==> src/rtl/cmapf4_pkg.sv <==
// Shared types and codes for the character-map segment lookup.
`default_nettype none
package cmapf4_pkg;

    typedef enum logic [1:0] {
        ACT_WR_SEGMENT = 2'd0,
        ACT_WR_GLYPH   = 2'd1,
        ACT_LOOKUP     = 2'd2
    } t_action;

    typedef enum logic [1:0] {
        STAT_FOUND     = 2'd0,
        STAT_NO_SEG    = 2'd1,
        STAT_OUT_RANGE = 2'd2
    } t_status;

    typedef enum logic [2:0] {
        ST_IDLE,
        ST_CHAIN,
        ST_RANGE,
        ST_DONE
    } t_state;

    typedef enum logic [1:0] {
        KIND_MISS,
        KIND_DIRECT,
        KIND_ARRAY,
        KIND_OUT_RANGE
    } t_kind;

    typedef struct packed {
        logic [15:0] start_code;
        logic [15:0] end_code;
        logic [15:0] delta;
        logic [15:0] range_offset;
    } t_seg_entry;

    typedef struct packed {
        logic        valid;
        logic        hit;
        logic [15:0] code;
        t_seg_entry  entry;
    } t_token;

endpackage
`default_nettype wire

==> src/rtl/cmapf4_cell.sv <==
// One segment cell of the search chain: holds an entry and matches a passing token.
`default_nettype none
module cmapf4_cell #(
    parameter int SEG_W    = 6,
    parameter int CELL_IDX = 0
) (
    input  wire                         i_clk,
    input  wire                         i_rst_n,
    input  wire                         i_wr_en,
    input  wire cmapf4_pkg::t_seg_entry i_wr_entry,
    input  wire                         i_active,
    input  wire cmapf4_pkg::t_token     i_tok,
    input  wire  [SEG_W-1:0]            i_seg,
    output cmapf4_pkg::t_token          o_tok,
    output logic [SEG_W-1:0]            o_seg
);

    cmapf4_pkg::t_seg_entry r_entry;
    cmapf4_pkg::t_token     r_tok;
    cmapf4_pkg::t_token     n_tok;
    logic [SEG_W-1:0]       r_seg;
    logic [SEG_W-1:0]       n_seg;
    logic                   match;

    always_comb begin
        match = i_tok.valid && !i_tok.hit && i_active
                && (i_tok.code >= r_entry.start_code) && (i_tok.code <= r_entry.end_code);
        n_tok = i_tok;
        n_seg = i_seg;
        if (match) begin
            n_tok.hit   = 1'b1;
            n_tok.entry = r_entry;
            n_seg       = SEG_W'(CELL_IDX);
        end
    end

    always_ff @(posedge i_clk) begin
        if (!i_rst_n) begin
            r_tok.valid <= 1'b0;
        end else begin
            r_tok.valid <= n_tok.valid;
        end
        r_tok.hit   <= n_tok.hit;
        r_tok.code  <= n_tok.code;
        r_tok.entry <= n_tok.entry;
        r_seg       <= n_seg;
        if (i_wr_en) begin
            r_entry <= i_wr_entry;
        end
    end

    assign o_tok = r_tok;
    assign o_seg = r_seg;

endmodule
`default_nettype wire

==> config.mk <==
export PLATFORM = sky130hd
export DESIGN_NAME = cmapf4_cell
export DESIGN_NICKNAME = d
export VERILOG_FILES = /design/src/rtl/cmapf4_pkg.sv /design/src/rtl/cmapf4_cell.sv
export SDC_FILE = /design/constraint.sdc
export NUM_CORES = 1
export LEC_CHECK = 0
export BUFFER_PORTS_ARGS = -buffer_cell sky130_fd_sc_hd__buf_4
export CAP_MARGIN = 25
export CORE_UTILIZATION = 45
export DETAILED_ROUTE_END_ITERATION = 10
export GPL_ROUTABILITY_DRIVEN = 0
export PLACE_DENSITY = 0.84
export SYNTH_ARGS = -nofsm -noshare
export SYNTH_HDL_FRONTEND = slang
export SYNTH_SLANG_ARGS = --single-unit
export TNS_END_PERCENT = 5
==> constraint.sdc <==
create_clock -name i_clk -period 5.8 [get_ports i_clk]
set_input_delay 0.58 -clock i_clk [delete_from_list [all_inputs] [get_ports i_clk]]
set_output_delay 0.58 -clock i_clk [all_outputs]
set_load 0.005 [all_outputs]
# Word level (Yosys, flattened, before mapping)
# Index checks and enable logic that the tools add are counted.
# Widths: inputs -> output; s select.
[word_totals] register_bits=152 inputBits=156 out_inout_bits=88 wordCells=20
[classes] magnitude_cmp=2 mux=1 reduce_logical=5
[op_table] op="$mux 64" n=1
[op_table] op="$ge 16x16->1" n=1
[op_table] op="$le 16x16->1" n=1
[op_table] op="$logic_and 1x1->1" n=4
[op_table] op="$logic_not 1->1" n=1

# Logic depth before layout (Yosys ltp)
# Gate-level depths: netlist of run 1.
[logic_depth] word_depth=6 ltp_mapped=9 ltp_nobuf=8

# Least setup slack after synthesis of run 1
# OpenSTA, ideal clock, no wires.
[synth_timing] path_kind="input -> register" from="input i_tok[78] (netlist name)" to="register r_tok (netlist bit o_tok[0])" arrival_ns=2.855 required_time_ns=5.679 setup_slack_ns=2.824 stages=8 n_path_buf=1 path_cell_list="ha_1 -> a21oi_2 -> nand2_1 -> a221o_1 -> o31a_1 -> a2111oi_4 -> buf_6 -> mux2_4"
[synth_rtl] element="start, declared" line_no="cmapf4_cell.sv:12" source="input wire cmapf4_pkg::t_token i_tok,"
[synth_rtl] element="end, declared" line_no="cmapf4_cell.sv:19" source="cmapf4_pkg::t_token r_tok;"

==> results of run 1 <==
==> worst paths after layout <==
check,startpoint,endpoint,slack [ns],cells past startpoint
max,r_entry[37],o_tok[6],2.73,9
max reg2reg,r_entry[37],o_tok[6],2.73,9
min reg2reg,r_entry[30],o_tok[30],0.47,1
min,i_tok[64],o_tok[64],0.28,1
==> layout make-up <==
type / count / area, sq um / area share (%)
clock buffer: 18 / 429 / 5.26
clock inverter: 14 / 195 / 2.39
inverter: 31 / 116 / 1.43
multi-input combinational: 152 / 1690 / 20.7
sequential: 152 / 3680 / 45.1
tap: 168 / 210 / 2.57
timing repair buffer: 245 / 1840 / 22.5
==> state kept, by name (all words and copies together) (netlist names) <==
register  cells
o_tok        82
r_entry      64
o_seg         6
==> cell families after synthesis <==
logic type	count (synthesis)	share of synthesized area (%)
flops	152	66.1
mux	64	17.0
buf+inv	38	3.50
fa+ha+maj	32	7.19
simple gates	31	2.99
compound gates	25	3.21
==> synthesized netlist by cell type <==
library cell,instances
sky130_fd_sc_hd__dfxtp_1,88
sky130_fd_sc_hd__edfxtp_1,64
sky130_fd_sc_hd__mux2_4,60
sky130_fd_sc_hd__ha_1,32
sky130_fd_sc_hd__inv_1,31
sky130_fd_sc_hd__a21oi_1,11
sky130_fd_sc_hd__nand2_1,8
sky130_fd_sc_hd__buf_6,7
sky130_fd_sc_hd__nor2b_1,7
sky130_fd_sc_hd__nand3_1,4
sky130_fd_sc_hd__nand4_1,4
sky130_fd_sc_hd__mux2_1,3
sky130_fd_sc_hd__o21ai_0,3
sky130_fd_sc_hd__a21o_1,2
sky130_fd_sc_hd__nor2_1,2
sky130_fd_sc_hd__nor4_1,2
sky130_fd_sc_hd__a2111oi_4,1
sky130_fd_sc_hd__a211oi_1,1
sky130_fd_sc_hd__a21boi_0,1
sky130_fd_sc_hd__a21oi_2,1
sky130_fd_sc_hd__a221o_1,1
sky130_fd_sc_hd__a221oi_1,1
sky130_fd_sc_hd__and2_1,1
sky130_fd_sc_hd__and4_1,1
sky130_fd_sc_hd__mux2_2,1
sky130_fd_sc_hd__nand2b_1,1
sky130_fd_sc_hd__o211ai_1,1
sky130_fd_sc_hd__o21bai_1,1
sky130_fd_sc_hd__o31a_1,1
sky130_fd_sc_hd__or2_2,1
==> critical path, delay by kind of cell, from the launching register on <==
kind / cells / cell delay [ns]
multiplexers: 1 / 0.36
adder cells (fa/ha/maj): 1 / 0.23
AO/OA/AOI/OAI: 5 / 1.27
buffers and inverters: 2 / 0.65
flip-flops: 1 / 0.41
==> routing by layer <==
layer | vias up | GRT usage, % | part of all wire [%]
met2 | 142 | 36.3 | 53
met5 | - | 0 | 0
met1 | 1678 | 21.9 | 38
met3 | 26 | 6.27 | 6.2
li1 | 1735 | - | -
met4 | 0 | 10.1 | 2.8
==> cell usage in the layout, fill, tap and decap left out, drive strengths merged, types with 2 or more instances in the layout <==
cell | netlist | routed
clkbuf | 0 | 18
dfxtp | 88 | 88
nor4 | 2 | 2
bufinv | 0 | 4
nand4 | 4 | 4
clkinvlp | 0 | 3
buf | 7 | 245
a21o | 2 | 2
nor2b | 7 | 7
o21ai | 3 | 3
clkinv | 0 | 3
nor2 | 2 | 2
ha | 32 | 32
nand3 | 4 | 4
inv | 31 | 35
nand2 | 8 | 8
edfxtp | 64 | 64
mux2 | 64 | 64
a21oi | 12 | 12
==> where the power goes <==
group | total, mW | internal, mW | switching (mW)
clock | 1.17 | 0.724 | 0.443
combinational | 0.285 | 0.182 | 0.103
sequential | 1.22 | 1.20 | 0.0269
==> per-stage QoR <==
step | std cells | hold WS [ns]
after floorplan | 342 | 0.452
after global placement | 748 | 0.453
after detailed placement | 748 | 0.459
after CTS | 780 | 0.260
after global routing | 780 | 0.262
final | 780 | 0.278
==> impl_metrics.py, run 1 <==
metrics = {
    "setup_path": {
        "worstPathRequired_ns": 6.10,
        "critical_path.cell_chain": "inv_1, ha_1, a21oi_1, o21ai_0, a221o_1, o31a_1, a2111oi_4, buf_4, mux2_4",
        "timing.critical_path.slowest_stage_cell": "sky130_fd_sc_hd__buf_4",
        "worstSetupStartpointType": "register",
        "worst_path_largest_cell_delay_ns": 0.57,
        "worst-endpoint-arrival_ns": 3.37,
        "worst-setup-path-type": "register to register",
        "worst_setup_path_end_kind": "register",
        "critical_path_peak_fanout": 33,
    },
    "clocking": {
        "tritoncts_clock_tree": "done",
        "longest_clk_path_bufs": 2,
        "ctsHoldBuffers": 0,
        "worst_setup_hold_path_clk_slew_ns": 0.06,
        "ctsRootBufferMaster": "sky130_fd_sc_hd__clkbuf_16",
        "numCtsBuffers": 17,
        "h-tree-depth": 4,
        "numClockSinks": 152,
        "postCtsSetupBuffers": 0,
        "post_cts_resized": 0,
        "worst_skew_pair.late_latency_ns": 0.42,
    },
    "synthesis": {
        "syn-num-nets": 530,
        "synthDominantCellAreaShare_pct": 34.5,
        "top_post_synthesis_cells_by_area": "sky130_fd_sc_hd__edfxtp_1, sky130_fd_sc_hd__dfxtp_1, sky130_fd_sc_hd__mux2_4",
        "yosys.cell_types.count": 30,
        "cell_area_synth_sq_mm": 0.00557,
        "postSynthCellCount": 342,
        "synth.yosys.warnings": 0,
        "yosys_register_bits": 152,
        "synth_sequential_area_ratio_pct": 66.1,
        "synth.avg_cell_area_sq_um": 16.3,
        "synth_top_area_cell": "sky130_fd_sc_hd__edfxtp_1",
    },
    "routing": {
        "antenna_violating_nets_post_route": 0,
        "drt_pre_antenna_iters": 4,
        "post-route-drc-count": 0,
        "vias_per_cell": 4.59,
        "routed-via-count": 3581,
        "totalWireLength_mm": 12.9,
        "drtIter0Drc": 179,
        "routedWlPerCell_um": 16.6,
    },
    "grt": {
        "grt_antenna_before_repair": 0,
        "grt.total_usage_pct": 20.4,
        "grt.overflow.total": 0,
        "grt_max_degree": 65,
        "first_pass_grt_wire_length_mm": 19.3,
        "number_of_global_route_vias_before_repair": 3770,
    },
    "placed_design": {
        "pre_cts_slack_ns": 2.37,
        "post_dp_hpwl_mm": 9.63,
        "portBuffers": 243,
        "placement.cell_area_sq_mm": 0.00754,
    },
    "run_status": {
        "outcome": "completed",
    },
    "final_layout": {
        "nNetsFinal": 787,
        "n_antenna_cell": 0,
        "syn_to_final_growth_pct": 46.6,
        "post_route_cells_drive_above_1_share_pct": 55.4,
        "fillers": 841,
        "post-route-util_pct": 67.7,
        "post-route-cell-area_sq_mm": 0.00817,
    },
    "sta": {
        "postLayoutSetupSlackWorst_ns": 2.73,
        "grt_setup_unrepaired": "false",
        "worst_clock_skew_ns": 0.00887,
        "max_slew_headroom_at_the_worst_pin_pct": 41.8,
        "finalHoldViolCount": 0,
        "timing.final.crit_share_pct": 53.0,
        "finalWorstPathRequiredPeriod_ns": 3.07,
        "report.final.slew_viol_count": 0,
        "achievable-frequency_mhz": 325,
        "finalSetupTns_ns": 0,
        "worst_slew_pin_slew_ns": 0.874,
        "setup_viol": 0,
    },
    "floorplan": {
        "effective_utilization_at_floorplan_pct": 46.2,
        "design.die.area_sq_mm": 0.0128,
        "rows": 40,
        "placeable_core_region_sq_mm": 0.0121,
        "i_o_pin_total": 244,
        "dieHeight_um": 113,
        "dieWidth_um": 113,
    },
    "power_and_ir_drop": {
        "vdd.ir_drop.worst_uv": 176,
        "post-layout-total-power_mw": 2.67,
        "power.density_mw_per_mm2": 328,
        "leakagePower_nw": 3.79,
    },
    "worst_hold_path": {
        "hold_class": "input port to register",
    },
    "flow_run": {
        "max_cap_viol_count": 0,
    },
}
No activity file was read; power rests on OpenSTA's default activity.
==> run 2, diff against run 1 <==
==> constraint.sdc (replaced) <==
create_clock -name i_clk -period 2.86 [get_ports i_clk]
set_input_delay 0.286 -clock i_clk [delete_from_list [all_inputs] [get_ports i_clk]]
set_output_delay 0.286 -clock i_clk [all_outputs]
set_load 0.005 [all_outputs]
==> impl_metrics.py, run 2 (synthesized netlist as in run 1, its figures left out) <==
metrics = {
    "grt": {
        "grt.overflow.total": 0,
        "number_of_global_route_vias_before_repair": 3989,
        "grt_max_degree": 65,
        "grt.total_usage_pct": 21.0,
        "first_pass_grt_wire_length_mm": 19.8,
        "grt_antenna_before_repair": 0,
    },
    "final_layout": {
        "max_ffs_per_register": 82,
        "post-route-cell-area_sq_mm": 0.00840,
        "n_antenna_cell": 0,
        "syn_to_final_growth_pct": 50.8,
        "post_route_cells_drive_above_1_share_pct": 54.9,
        "nNetsFinal": 809,
        "layout.cells.most_common": "sky130_fd_sc_hd__buf_4",
        "most-common-layout-cells": "sky130_fd_sc_hd__buf_4, sky130_fd_sc_hd__dfxtp_1, sky130_fd_sc_hd__edfxtp_1",
    },
    "setup_path": {
        "critical_path_peak_fanout": 15,
        "worst_path_largest_cell_delay_ns": 0.53,
        "worstPathRequired_ns": 3.16,
        "critical_path.cell_chain": "dlygate4sd3_1, buf_4, ha_1, a21oi_1, o21ai_0, a221o_1, o31a_1, a2111oi_4, buf_6, buf_8, mux2_4",
        "worst_setup_path_end_kind": "register",
        "worstSetupStartpointType": "input port",
        "timing.critical_path.slowest_stage_cell": "sky130_fd_sc_hd__dlygate4sd3_1",
        "worst-endpoint-arrival_ns": 3.09,
        "worst-setup-path-type": "input port to register",
    },
    "floorplan": {
        "dieHeight_um": 113,
        "placeable_core_region_sq_mm": 0.0121,
        "design.die.area_sq_mm": 0.0128,
        "dieWidth_um": 113,
        "i_o_pin_total": 244,
        "effective_utilization_at_floorplan_pct": 46.2,
        "rows": 40,
    },
    "sta": {
        "max_slew_headroom_at_the_worst_pin_pct": 42.0,
        "finalSetupTns_ns": 0,
        "timing.final.crit_share_pct": 97.7,
        "finalWorstPathRequiredPeriod_ns": 2.79,
        "report.final.slew_viol_count": 0,
        "setup_viol": 0,
        "worst_slew_pin_slew_ns": 0.869,
        "worst_clock_skew_ns": 0.00920,
        "finalHoldViolCount": 0,
        "achievable-frequency_mhz": 358,
    },
    "flow_run": {
        "max_cap_viol_count": 0,
    },
    "placed_design": {
        "portBuffers": 243,
        "post_dp_hpwl_mm": 9.64,
        "placement.cell_area_sq_mm": 0.00760,
    },
    "clocking": {
        "numCtsBuffers": 17,
        "worst_setup_hold_path_clk_slew_ns": 0.06,
        "ctsRootBufferMaster": "sky130_fd_sc_hd__clkbuf_16",
        "worst_skew_pair.late_latency_ns": 0.42,
        "numClockSinks": 152,
        "h-tree-depth": 4,
        "tritoncts_clock_tree": "done",
        "longest_clk_path_bufs": 2,
    },
    "power_and_ir_drop": {
        "share_comb_of_total_power_pct": 11.4,
        "power.density_mw_per_mm2": 633,
        "swShare_pct": 20.9,
        "leakagePower_nw": 3.90,
        "share_clk_of_total_power_pct": 41.9,
        "post-layout-total-power_mw": 5.32,
        "vdd.ir_drop.worst_uv": 330,
        "power.share.sequential_pct": 46.6,
        "internal_power_mw": 4.21,
        "p_sw_mw": 1.11,
    },
    "routing": {
        "vias_per_cell": 4.56,
        "antenna_violating_nets_post_route": 0,
        "drt_pre_antenna_iters": 4,
        "drtIter0Drc": 179,
        "routed-via-count": 3660,
        "totalWireLength_mm": 13.0,
        "routedWlPerCell_um": 16.2,
        "post-route-drc-count": 0,
    },
    "worst_hold_path": {
        "hold_class": "input port to register",
    },
    "run_status": {
        "outcome": "completed",
    },
}
-- run 2: cell types whose count changed in the layout (fill, tap and decap cells not counted), moves of 2 or more --
cell | previous run | this run
sky130_fd_sc_hd__dlygate4sd3_1 | 0 | 14
sky130_fd_sc_hd__inv_6 | 4 | 0
sky130_fd_sc_hd__buf_4 | 245 | 248
sky130_fd_sc_hd__clkinv_4 | 1 | 4
sky130_fd_sc_hd__clkinvlp_4 | 3 | 0
sky130_fd_sc_hd__buf_8 | 0 | 2
sky130_fd_sc_hd__clkinv_2 | 1 | 3
-- run 2: layout make-up --
class                           count  area [sq um]
Sequential cell                   152          3680
Clock inverter                     12           150
Fill cell                         793          3660
Tap cell                          168           210
Inverter                           31           116
Timing Repair Buffer              267          2090
Clock buffer                       20           447
Multi-Input combinational cell    152          1700
-- run 2: critical path: cells and delay by family --
kind	cells	cell delay (ns)
AOI/OAI and AO/OA	5	1.18
muxes	1	0.32
adders and majority gates	1	0.20
buffers and inverters	4	1.09
-- run 2: through the flow --
step	instances	setup slack, ns	hold slack (ns)	util [%]
5_1_grt	802	-0.00515	0.0118	69.7
3_5_place_dp	754	-0.0884	0.406	63.0
4_1_cts	802	0.0238	0.0203	69.5
2_1_floorplan	342	0.115	0.314	-
3_3_place_gp	754	-0.0380	0.401	63.0
6_report	802	0.0653	0.0372	69.7
-- run 2: final timing paths --
check	startpoint	to	slack, ns	cells past startpoint
max	i_tok[68]	o_tok[56]	0.07	11
max reg2reg	r_entry[37]	o_tok[56]	0.08	10
min	i_wr_entry[13]	r_entry[13]	0.04	1
min reg2reg	r_entry[27]	o_tok[27]	0.47	1
-- run 2: routing by layer --
metal	track usage (%)	vias up	wire length, um
met5	0	-	0
met4	11.1	0	371
met3	7.02	31	883
met2	37.6	146	6920
met1	21.8	1704	4860
li1	-	1779	-
-- run 2: power by group through the flow --
stage / combinational, mW / clock, mW / sequential, mW
final: 0.608 / 2.23 / 2.48
after global routing: 0.664 / 2.38 / 2.49
after CTS: 0.610 / 2.28 / 2.48
after detailed placement: 0.587 / 0 / 2.53
after global placement: 0.565 / 0 / 2.52
after floorplan: 0.211 / 0 / 2.52
-- run 2: repair_timing --
item / CTS / global route
pin swaps: 1 / 0
setup endpoints to repair: 64 / 65
hold endpoints to repair: 14 / 0
gates resized for setup: 3 / 5
setup buffers: 1 / 0
gates cloned: 1 / 0
hold buffers: 14 / 0
==> run 3, diff against run 2 <==
--- a/config.mk
+++ b/config.mk
@@ -10,7 +10,7 @@
 export CORE_UTILIZATION = 45
 export DETAILED_ROUTE_END_ITERATION = 10
 export GPL_ROUTABILITY_DRIVEN = 0
-export PLACE_DENSITY = 0.84
+export PLACE_DENSITY = 0.81
 export SYNTH_ARGS = -nofsm -noshare
 export SYNTH_HDL_FRONTEND = slang
 export SYNTH_SLANG_ARGS = --single-unit
==> impl_metrics.py, run 3 (synthesized netlist as in run 1, its figures left out) <==
metrics = {
    "clocking": {
        "numCtsBuffers": 17,
        "longest_clk_path_bufs": 2,
        "worst_skew_pair.late_latency_ns": 0.41,
        "tritoncts_clock_tree": "done",
        "h-tree-depth": 4,
        "ctsRootBufferMaster": "sky130_fd_sc_hd__clkbuf_16",
        "worst_setup_hold_path_clk_slew_ns": 0.06,
        "numClockSinks": 152,
    },
    "placed_design": {
        "dp_cells": 753,
        "placement.cell_area_sq_mm": 0.00759,
        "post_dp_hpwl_mm": 9.75,
        "portBuffers": 243,
    },
    "power_and_ir_drop": {
        "power.share.sequential_pct": 48.8,
        "leakagePower_nw": 3.92,
        "swShare_pct": 21.8,
        "power.density_mw_per_mm2": 599,
        "share_clk_of_total_power_pct": 38.5,
        "post-layout-total-power_mw": 5.08,
        "internal_power_mw": 3.98,
        "p_sw_mw": 1.11,
        "vdd.ir_drop.worst_uv": 398,
        "share_comb_of_total_power_pct": 12.6,
    },
    "routing": {
        "vias_per_cell": 4.61,
        "totalWireLength_mm": 13.9,
        "drt_pre_antenna_iters": 4,
        "drtIter0Drc": 134,
        "routed-via-count": 3713,
        "post-route-drc-count": 0,
        "routedWlPerCell_um": 17.3,
        "antenna_violating_nets_post_route": 0,
    },
    "final_layout": {
        "final_non_filler_cells": 806,
        "seqCellArea_sq_mm": 0.00368,
        "post-route-util_pct": 70.4,
        "max_ffs_per_register": 82,
        "most-common-layout-cells": "sky130_fd_sc_hd__buf_4, sky130_fd_sc_hd__dfxtp_1, sky130_fd_sc_hd__edfxtp_1",
        "multiInputGateArea_sq_mm": 0.00177,
        "nNetsFinal": 813,
        "post-route-cell-area_sq_mm": 0.00849,
        "n_antenna_cell": 0,
        "fillers": 814,
        "layout.cells.most_common": "sky130_fd_sc_hd__buf_4",
        "syn_to_final_growth_pct": 52.4,
        "post_route_cells_drive_above_1_share_pct": 56.0,
    },
    "setup_path": {
        "critical_path.cell_chain": "dlygate4sd3_1, buf_4, ha_1, a21oi_2, o21ai_2, a221o_1, o31a_1, a2111oi_4, buf_6, buf_8, clkbuf_16, mux2_4",
        "ff2ff_path_depth": 11,
        "crit_family": "compound AO/OA/AOI/OAI gates",
        "worstSetupPathDepth": 12,
        "worst-endpoint-arrival_ns": 3.09,
        "worst_setup_path_end_kind": "register",
        "rrSetupSlack_ns": 0.09,
        "crit_buf_inv": 5,
        "worstSetupStartpointType": "input port",
        "critical_path_peak_fanout": 5,
        "worst_path_largest_cell_delay_ns": 0.53,
        "worst-setup-path-type": "input port to register",
        "timing.critical_path.slowest_stage_cell": "sky130_fd_sc_hd__dlygate4sd3_1",
        "worstPathRequired_ns": 3.16,
    },
    "grt": {
        "number_of_global_route_vias_before_repair": 4019,
        "global_route.peak_usage_layer": "met2",
        "grt_use_met1_pct": 20.6,
        "grt_antenna_before_repair": 0,
        "grt_max_degree": 65,
        "grt.total_usage_pct": 20.9,
        "globalRouteMet3Util_pct": 7.12,
        "first_pass_grt_wire_length_mm": 19.6,
        "grt.overflow.total": 0,
        "global_route.usage.met2_pct": 38.8,
    },
    "run_status": {
        "outcome": "completed",
    },
    "floorplan": {
        "effective_utilization_at_floorplan_pct": 46.2,
        "i_o_pin_total": 244,
        "dieWidth_um": 113,
        "dieHeight_um": 113,
        "placeable_core_region_sq_mm": 0.0121,
        "rows": 40,
        "design.die.area_sq_mm": 0.0128,
    },
    "sta": {
        "finalHoldViolCount": 0,
        "max_slew_headroom_at_the_worst_pin_pct": 43.4,
        "worst_slew_pin_slew_ns": 0.849,
        "report.final.slew_viol_count": 0,
        "setup_viol": 0,
        "finalWorstPathRequiredPeriod_ns": 2.79,
        "achievable-frequency_mhz": 358,
        "timing.final.crit_share_pct": 97.7,
        "worst_clock_skew_ns": 0.00685,
    },
    "worst_hold_path": {
        "hold_class": "input port to register",
        "timing.hold.worst_path_depth": 1,
    },
    "flow_run": {
        "max_cap_viol_count": 0,
    },
}
-- run 3: cell types whose count changed in the layout (fill, tap and decap cells not counted), moves of 2 or more --
cell                         previous run  this run
sky130_fd_sc_hd__clkinv_4               4         0
sky130_fd_sc_hd__buf_4                248       245
sky130_fd_sc_hd__buf_6                  1         4
sky130_fd_sc_hd__bufinv_16              3         0
sky130_fd_sc_hd__clkbuf_16             17        20
sky130_fd_sc_hd__clkinv_2               3         6
sky130_fd_sc_hd__ha_1                  32        29
sky130_fd_sc_hd__ha_4                   0         3
sky130_fd_sc_hd__a21oi_1               11         9
sky130_fd_sc_hd__a21oi_2                1         3
sky130_fd_sc_hd__clkinvlp_4             0         2
-- run 3: routing by layer --
layer	vias up	share of wire, %
met3	30	6.1
met1	1734	37
li1	1787	-
met2	162	54
met4	0	2.8
met5	-	0
-- run 3: layout make-up --
| cell class | instances | area share (%) |
|---|---|---|
| Sequential cell | 152 | 43.4 |
| Multi-Input combinational cell | 152 | 20.8 |
| Inverter | 31 | 1.37 |
| Tap cell | 168 | 2.48 |
| Clock buffer | 22 | 5.47 |
| Timing Repair Buffer | 271 | 25.8 |
| Clock inverter | 10 | 0.649 |
-- run 3: power groups by stage --
stage                     logic [mW]  clock network (mW)  registers [mW]
after floorplan                0.211                   0            2.52
after global placement         0.568                   0            2.52
after detailed placement       0.592                   0            2.53
after CTS                      0.617                2.00            2.48
after global routing           0.695                2.07            2.50
final                          0.643                1.96            2.48
-- run 3: worst paths after layout --
check	startpoint	end
hold reg to reg	r_entry[9]	o_tok[9]
hold / removal	i_wr_entry[0]	r_entry[0]
setup / recovery	i_tok[68]	o_tok[22]
setup reg to reg	r_entry[39]	o_tok[22]
-- run 3: worst register-to-register path, delay by kind of cell (launching register included) --
| kind | cells | cell delay, ns |
|---|---|---|
| compound gates | 5 | 1.16 |
| buf+inv | 4 | 0.56 |
| flops | 1 | 0.39 |
| mux | 1 | 0.30 |
| fa+ha+maj | 1 | 0.25 |
-- run 3: per-stage QoR --
stage / setup WS (ns) / setup TNS (ns) / hold WS (ns)
after global routing: -0.0135 / -0.0644 / 0.0232
after detailed placement: -0.0783 / -3.76 / 0.408
after global placement: -0.0458 / -2.33 / 0.407
after floorplan: 0.115 / 0 / 0.314
after CTS: 0.00847 / 0 / 0.0260
final: 0.0657 / 0 / 0.0441
-- run 3: repair_timing --
item | in CTS | in global routing
setup endpoints to repair | 64 | 67
cloned | 1 | 4
hold buffers | 15 | 0
gates resized for setup | 2 | 16
pin swaps | 1 | 7
setup buffers | 2 | 1
endpoints found under the hold margin | 15 | 0
